## src/nfva_ram.sv

```systemverilog
`default_nettype none
module nfva_ram #(
	parameter int WIDTH = 8,
	parameter int DEPTH = 16
) (
	input wire logic clk,
	input wire logic we,
	input wire logic [$clog2(DEPTH)-1:0] waddr,
	input wire logic [WIDTH-1:0] wdata,
	input wire logic [$clog2(DEPTH)-1:0] raddr,
	output logic [WIDTH-1:0] rdata
);
	logic [WIDTH-1:0] mem_q [DEPTH];

	always_ff @(posedge clk) begin
		if (we) begin
			mem_q[waddr] <= wdata;
		end
		rdata <= mem_q[raddr];
	end
endmodule
`default_nettype wire

```

## config.mk

```make
export PLATFORM = sky130hd
export DESIGN_NAME = nfva_ram
export DESIGN_NICKNAME = d
export VERILOG_FILES = /design/src/nfva_ram.sv
export SDC_FILE = /design/constraint.sdc
export NUM_CORES = 1
export LEC_CHECK = 0
export ABC_AREA = 1
export ABC_CLOCK_PERIOD_IN_PS = 2220
export BUFFER_PORTS_ARGS = -buffer_cell sky130_fd_sc_hd__buf_2
export CAP_MARGIN = 20
export CELL_PAD_IN_SITES_DETAIL_PLACEMENT = 0
export CELL_PAD_IN_SITES_GLOBAL_PLACEMENT = 1
export CORE_ASPECT_RATIO = 0.75
export CORE_MARGIN = 2
export CORE_UTILIZATION = 45
export DETAILED_ROUTE_END_ITERATION = 10
export PLACE_DENSITY_LB_ADDON = 0.1
export SLEW_MARGIN = 20
export SYNTH_ARGS = -nofsm -noshare
export SYNTH_HDL_FRONTEND = slang
export SYNTH_SLANG_ARGS = --single-unit
```

## constraint.sdc

```tcl
create_clock -name clk -period 2.22 [get_ports clk]
set_clock_uncertainty 0.05 [all_clocks]
set_input_delay 0.111 -clock clk [delete_from_list [all_inputs] [get_ports clk]]
set_output_delay 0.111 -clock clk [all_outputs]
set_load 0.02 [all_outputs]
```

[After elaboration in Yosys (flattened, before gate mapping)]
Memory sizes are Yosys's and may differ from the RTL's. A register that Yosys moved wholly into a read port is not among the register bits.
Index checks and enable logic that the tools add are counted.
Operators by class
  muxes and demuxes: 2
Operators with widths (number)
  $mux W1: 2
Word-level totals
  memory bits (writable): 128
  logic and storage cells: 3
  bits of input ports: 18
  memories kept: 1
  output and inout port bits: 8
  register bits: 0
Memories
  mem_q: depth 16, width 8, rd ports 1, clocked after memory_dff 1, write ports 1, RTL line 13  | logic [WIDTH-1:0] mem_q [DEPTH];

[Logic depth before layout (Yosys ltp)]
Gate-level depths: netlist (run 1).
  depth in word-level cells: 2
  gate-level depth with buffers: 8
  gate-level depth less buffers: 7

[Worst setup path after synthesis (run 1)]
OpenSTA, ideal clock, no wires.
  path type: input-to-reg
  start: in waddr[2]
  end: mem mem_q[10][0], enable pin
  setup time: 0.370 ns
  stages on the path: 2
  path slack: 1.108 ns
  arrival time: 0.692 ns
  required time: 1.800 ns
  buffers on the path: 0
  cell sequence: nand3b_1 -> nor2_1
RTL lines
  start, declared: RTL line 8  | input wire logic [$clog2(DEPTH)-1:0] waddr,
  end, declared: RTL line 13
Straight into the memory's write port.

[Worst setup path after layout (run 1)]
  start: in we
  end: mem mem_q[13][5], enable pin
Between the ends
  word-level cells in the longest chain between the ends: 2
Ends and longest elaborated chain
  start, declared: RTL line 7  | input wire logic we,
  $mux W1: RTL line 16  | if (we) begin
  $mux W1 (implied by the code): RTL line 17  | mem_q[waddr] <= wdata;
No other way between the ends.

==> metrics.cfg, run 1 <==
[routing]
drc=0
met3WireLength_microns=644
detailroute.wirelength.met2_microns=5970
dr.pass1.iters=4
vias=3711
drtIter0Drc=430
wl_per_cell_microns=17.3
avgViaCountPerCell=4.90
wl_microns=13100
wl_met1_microns=6330
highest_layer=met4
ant_nets=0

[clock_network]
cts_tree=yes
cts_buffer_depth=2
htree_num_levels=4
cts.clk_slew.worst_paths_ns=0.06
cts_setup_buffers=0
cts.sinks=136
cts_root_buffer=clkbuf_16
clk_latency_ns=0.42
cts_made_buffers=17

[worst_setup_path]
cp_data_required_time_ns=2.21
cp.depth=3
critical_path.endpoint_type=flop
crit_end=mem_q[13][5]
path_cells=buf_2 -> nand3_1 -> nor2_1
arrival_ns=1.15
ff2ff_path_depth=6
path_buf_inv=1
r2r_setup_slack_ns=1.11
r2r-start=mem_q[7][5]
slowest_stage=nor2_1
regToRegEndpoint=rdata[5]
crit_start=we
worst-path-max-fanout=8
max_stage_delay_ns=0.71
criticalPathCategory=primary input to flop
setup.worst_path.start_class=primary input
crit_family=simple AND/OR/NAND/NOR gates

[sta]
finalCritPeriodShare_pct=52.4
setup_violations=0
tightest_slew_ns=0.843
period_needed_ns=1.16
rsz0062_at_grt=no
hold_viol_final=0
slew_viol_final=0
slew_headroom_pct=43.6
fmax_mhz=860
setup_tns_ns=0

[synth]
syn_avg_cell_area_sq_um=10.5
yosysUniqueCellTypes=12
ys_ff_latch=136
seq_area_frac_synth_pct=69.4
syn_inst=551
yosysTopAreaCellShare_pct=66.7
synth_area_sq_mm=0.00577
synth_nets=569
synth_area_leaders=edfxtp_1 67%, nand2_1 11%, nand3_1 8.4%
netlist.top_cell.by_area=edfxtp_1
synth_warnings=0

[power]
p_sw_mw=1.26
peakVddDrop_uv=597
leakagePower_nw=2.80
sw_frac_of_total_pct=22.3
power.share.clock_pct=42.6
intPower_mw=4.41
power.density_mw_per_mm2=871
comb_power_share_pct=6.4
seqPwrFrac_pct=50.9

[cells_and_area]
final_cell_mix=173 x nand2_1, 128 x edfxtp_1, 100 x inv_1, 97 x nand3_1, 25 x buf_2
syn_to_final_growth_pct=12.8
fillers=1101
multi_input_area_sq_mm=0.00121
final_common_cell=nand2_1
nets=597
fin_util_pct=52.5
stdcell_count=757
diodes=0
drive_above_1_share_pct=9.64
regArea_sq_mm=0.00400

[global_route]
grt_max_degree=65
grt_pass1_wl_microns=20300
grt_pass1_vias=3522
track_usage_pct=21.0
grt.overflow.total=0
antenna_found_initial=0

[outcome]
status=finished clean

[min_path]
hold_class=primary input to flop

[floorplan]
start_util_pct=46.5
die_w_microns=135
core_area_sq_mm=0.0124
die_area_sq_mm=0.0137
rows=35
dieHeight_microns=102
pin_count=26

[place]
portBuffers=25
place_congestion=0.801
dpl.hpwl_microns=8030
place_inst=725

[flow_run]
cap_viol_max_count=0

routing by layer:
layer	vias to the layer above	track usage (%)
li1	1829	-
met1	1763	29.7
met4	0	8.74
met2	103	32.1
met3	16	4.17
met5	-	0
cell usage after synthesis:
cell type and count:
nand2_1 173, edfxtp_1 128, inv_1 100, nand3_1 97
nor2_1 17, buf_2 13, dfxtp_1 8, buf_6 6
buf_4 4, inv_2 2, nand3b_1 2, buf_1 1
state kept, by name (all words and copies together) (netlist names):
signal	cells
rdata	8
mem_q	128
stage by stage:
stage	hold slack [ns]	power, mW	cell area, sq um	setup slack [ns]
floorplan	0.160	3.16	5770	1.11
global placement	0.421	3.31	6000	0.682
detailed placement	0.424	3.31	6000	0.653
CTS	0.0720	5.70	6500	1.09
global route	0.0699	5.87	6500	1.01
finish	0.0738	5.67	6500	1.06
power by group through the flow:
stage / logic [mW] / clock network, mW / registers, mW
2_1_floorplan: 0.203 / 0 / 2.96
3_3_place_gp: 0.368 / 0 / 2.94
3_5_place_dp: 0.367 / 0 / 2.94
4_1_cts: 0.370 / 2.45 / 2.89
5_1_grt: 0.407 / 2.57 / 2.89
6_report: 0.364 / 2.42 / 2.89
what timing repair did:
item,CTS,global route
gates resized for setup,0,0
endpoints found under the setup margin,0,0
hold buffers,1,0
endpoints found under the hold margin,3,0
area by class of cell:
class / count / area share (%)
Multi-Input combinational cell: 289 / 18.7
Inverter: 102 / 5.89
Timing Repair Buffer: 33 / 3.08
Tap cell: 166 / 3.19
Clock buffer: 25 / 7.16
Sequential cell: 136 / 61.6
Clock inverter: 6 / 0.481
worst min path at each step:
stage / slack, ns / to / startpoint / depth (start not counted)
after floorplan: 0.16 / mem_q[0][0] / wdata[0] / 0
after global placement: 0.42 / rdata[1] / raddr[3] / 3
after detailed placement: 0.42 / rdata[1] / raddr[3] / 3
after CTS: 0.07 / mem_q[5][4] / wdata[4] / 1
after global routing: 0.07 / mem_q[5][4] / wdata[4] / 1
final: 0.07 / mem_q[5][4] / wdata[4] / 1
kinds of logic (layout without fill, tap and decap cells):
kind of cell / Yosys count / after routing / synth area share (%)
AND/OR/NAND/NOR: 289 / 289 / 21.0
flip-flops: 136 / 136 / 69.4
buffers and inverters: 126 / 166 / 9.52
Note: power is estimated with default switching activity, not from simulation.
==> run 2, diff against run 1 <==
--- a/config.mk
+++ b/config.mk
@@ -6,14 +6,14 @@
 export NUM_CORES = 1
 export LEC_CHECK = 0
 export ABC_AREA = 1
-export ABC_CLOCK_PERIOD_IN_PS = 2220
+export ABC_CLOCK_PERIOD_IN_PS = 950
 export BUFFER_PORTS_ARGS = -buffer_cell sky130_fd_sc_hd__buf_2
 export CAP_MARGIN = 20
 export CELL_PAD_IN_SITES_DETAIL_PLACEMENT = 0
 export CELL_PAD_IN_SITES_GLOBAL_PLACEMENT = 1
 export CORE_ASPECT_RATIO = 0.75
 export CORE_MARGIN = 2
-export CORE_UTILIZATION = 45
+export CORE_UTILIZATION = 44
 export DETAILED_ROUTE_END_ITERATION = 10
 export PLACE_DENSITY_LB_ADDON = 0.1
 export SLEW_MARGIN = 20
==> constraint.sdc (replaced) <==
create_clock -name clk -period 0.95 [get_ports clk]
set_clock_uncertainty 0.05 [all_clocks]
set_input_delay 0.0475 -clock clk [delete_from_list [all_inputs] [get_ports clk]]
set_output_delay 0.0475 -clock clk [all_outputs]
set_load 0.02 [all_outputs]
==> metrics.cfg, run 2 (synthesis results as in run 1) <==
[global_route]
grt_pass1_wl_microns=21500
antenna_found_initial=0
grt_max_degree=52
track_usage_pct=21.8
grt_pass1_vias=3748
grt.overflow.total=0

[worst_setup_path]
regToRegEndpoint=rdata[5]
critical_path.endpoint_type=flop
r2r_setup_slack_ns=-0.05
criticalPathCategory=flop to flop
setup.worst_path.start_class=flop
worst-path-max-fanout=1
ff2ff_path_depth=6
cp_data_required_time_ns=1.20
arrival_ns=1.26
r2r-start=mem_q[8][5]

[sta]
setup_tns_ns=-0.174
slew_viol_final=0
period_needed_ns=1.00
rsz0062_at_grt=yes
setup_violations=11
tightest_slew_ns=0.398
hold_viol_final=0
worst_slack_ns=-0.0542
fmax_mhz=996
slew_headroom_pct=73.4
fin_hold_ws_ns=0.0145
finalCritPeriodShare_pct=106

[routing]
ant_nets=0
wl_per_cell_microns=17.6
dr.pass1.iters=4
drc=0
avgViaCountPerCell=4.82
wl_microns=14000
vias=3846
drtIter0Drc=245

[clock_network]
cts.clk_slew.worst_paths_ns=0.06
htree_num_levels=4
cts_root_buffer=clkbuf_16
cts_buffer_depth=2
cts_made_buffers=17
cts.sinks=136
clk_latency_ns=0.42
cts_tree=yes

[flow_run]
cap_viol_max_count=0

[place]
place_congestion=0.785
dp_slack_ns=-0.311
place_inst=765
portBuffers=25
dpl.hpwl_microns=8970
postPlaceCellArea_sq_mm=0.00641

[cells_and_area]
final_common_cell=nand2_1
stdcell_count=798
drive_above_1_share_pct=24.4
finish.instance_area_sq_mm=0.00724
regMostFlops=mem_q
diodes=0
reg.largest.list=mem_q x128, rdata x8
fin_util_pct=56.2
syn_to_final_growth_pct=25.5
nets=633
final_cell_mix=167 x nand2_1, 128 x edfxtp_1, 99 x inv_1, 60 x nand3_1, 36 x nand3_2
largest_reg_flops=128

[floorplan]
die_w_microns=136
dieHeight_microns=103
core_area_sq_mm=0.0129
pin_count=26
start_util_pct=44.8
die_area_sq_mm=0.0140
rows=36

[outcome]
status=finished with violations
failed_checks=negative setup slack

[min_path]
hold_depth=1
hold_class=primary input to flop
hold_path_end=mem_q[2][7]
min-delay-start=wdata[7]

[power]
power.density_mw_per_mm2=1930
leakagePower_nw=3.14
peakVddDrop_uv=1220
power_mw=14.0

run 2: area by class of cell:
| type | count | area (sq um) |
|---|---|---|
| clock inverters | 13 | 113 |
| clock buffers | 18 | 429 |
| inverters | 102 | 383 |
| well taps | 171 | 214 |
| flip-flops and latches | 136 | 4010 |
| fillers | 1131 | 5650 |
| repair buffers | 69 | 648 |
| multi-input cells | 289 | 1440 |
run 2: critical path: stages, from the launching register on:
cell	delay (ns)
edfxtp_1	0.38
inv_1	0.06
nand2_1	0.06
nand3_2	0.09
nand3_4	0.09
nand3_2	0.10
nand2_1	0.06
run 2: report_power, final:
group	total [mW]	internal, mW	switching [mW]
combinational	1.11	0.413	0.692
clock	6.10	3.77	2.33
sequential	6.77	6.72	0.0501
run 2: worst max path at each step:
stage | from | end
global route | mem_q[8][5] | rdata[5]
global placement | raddr[0] | rdata[5]
finish | mem_q[8][5] | rdata[5]
CTS | rdata[1] | rdata[1]
floorplan | waddr[2] | mem_q[10][0]
detailed placement | raddr[0] | rdata[5]
run 2: metal layers:
metal | share of wire, % | global-route usage [%] | up-vias | wire (microns)
li1 | - | - | 1907 | -
met1 | 49 | 31.8 | 1826 | 6830
met2 | 44 | 31.3 | 95 | 6220
met3 | 5.2 | 6.69 | 18 | 723
met4 | 1.7 | 6.89 | 0 | 240
met5 | 0 | 0 | - | 0
run 2: what timing repair did:
item                                    4_1_cts  5_1_grt
endpoints found under the hold margin        19        0
pin swaps                                    24       12
resized for setup                            53       16
endpoints found under the setup margin       16       16
hold buffers                                  2        0
setup buffers                                 0        0
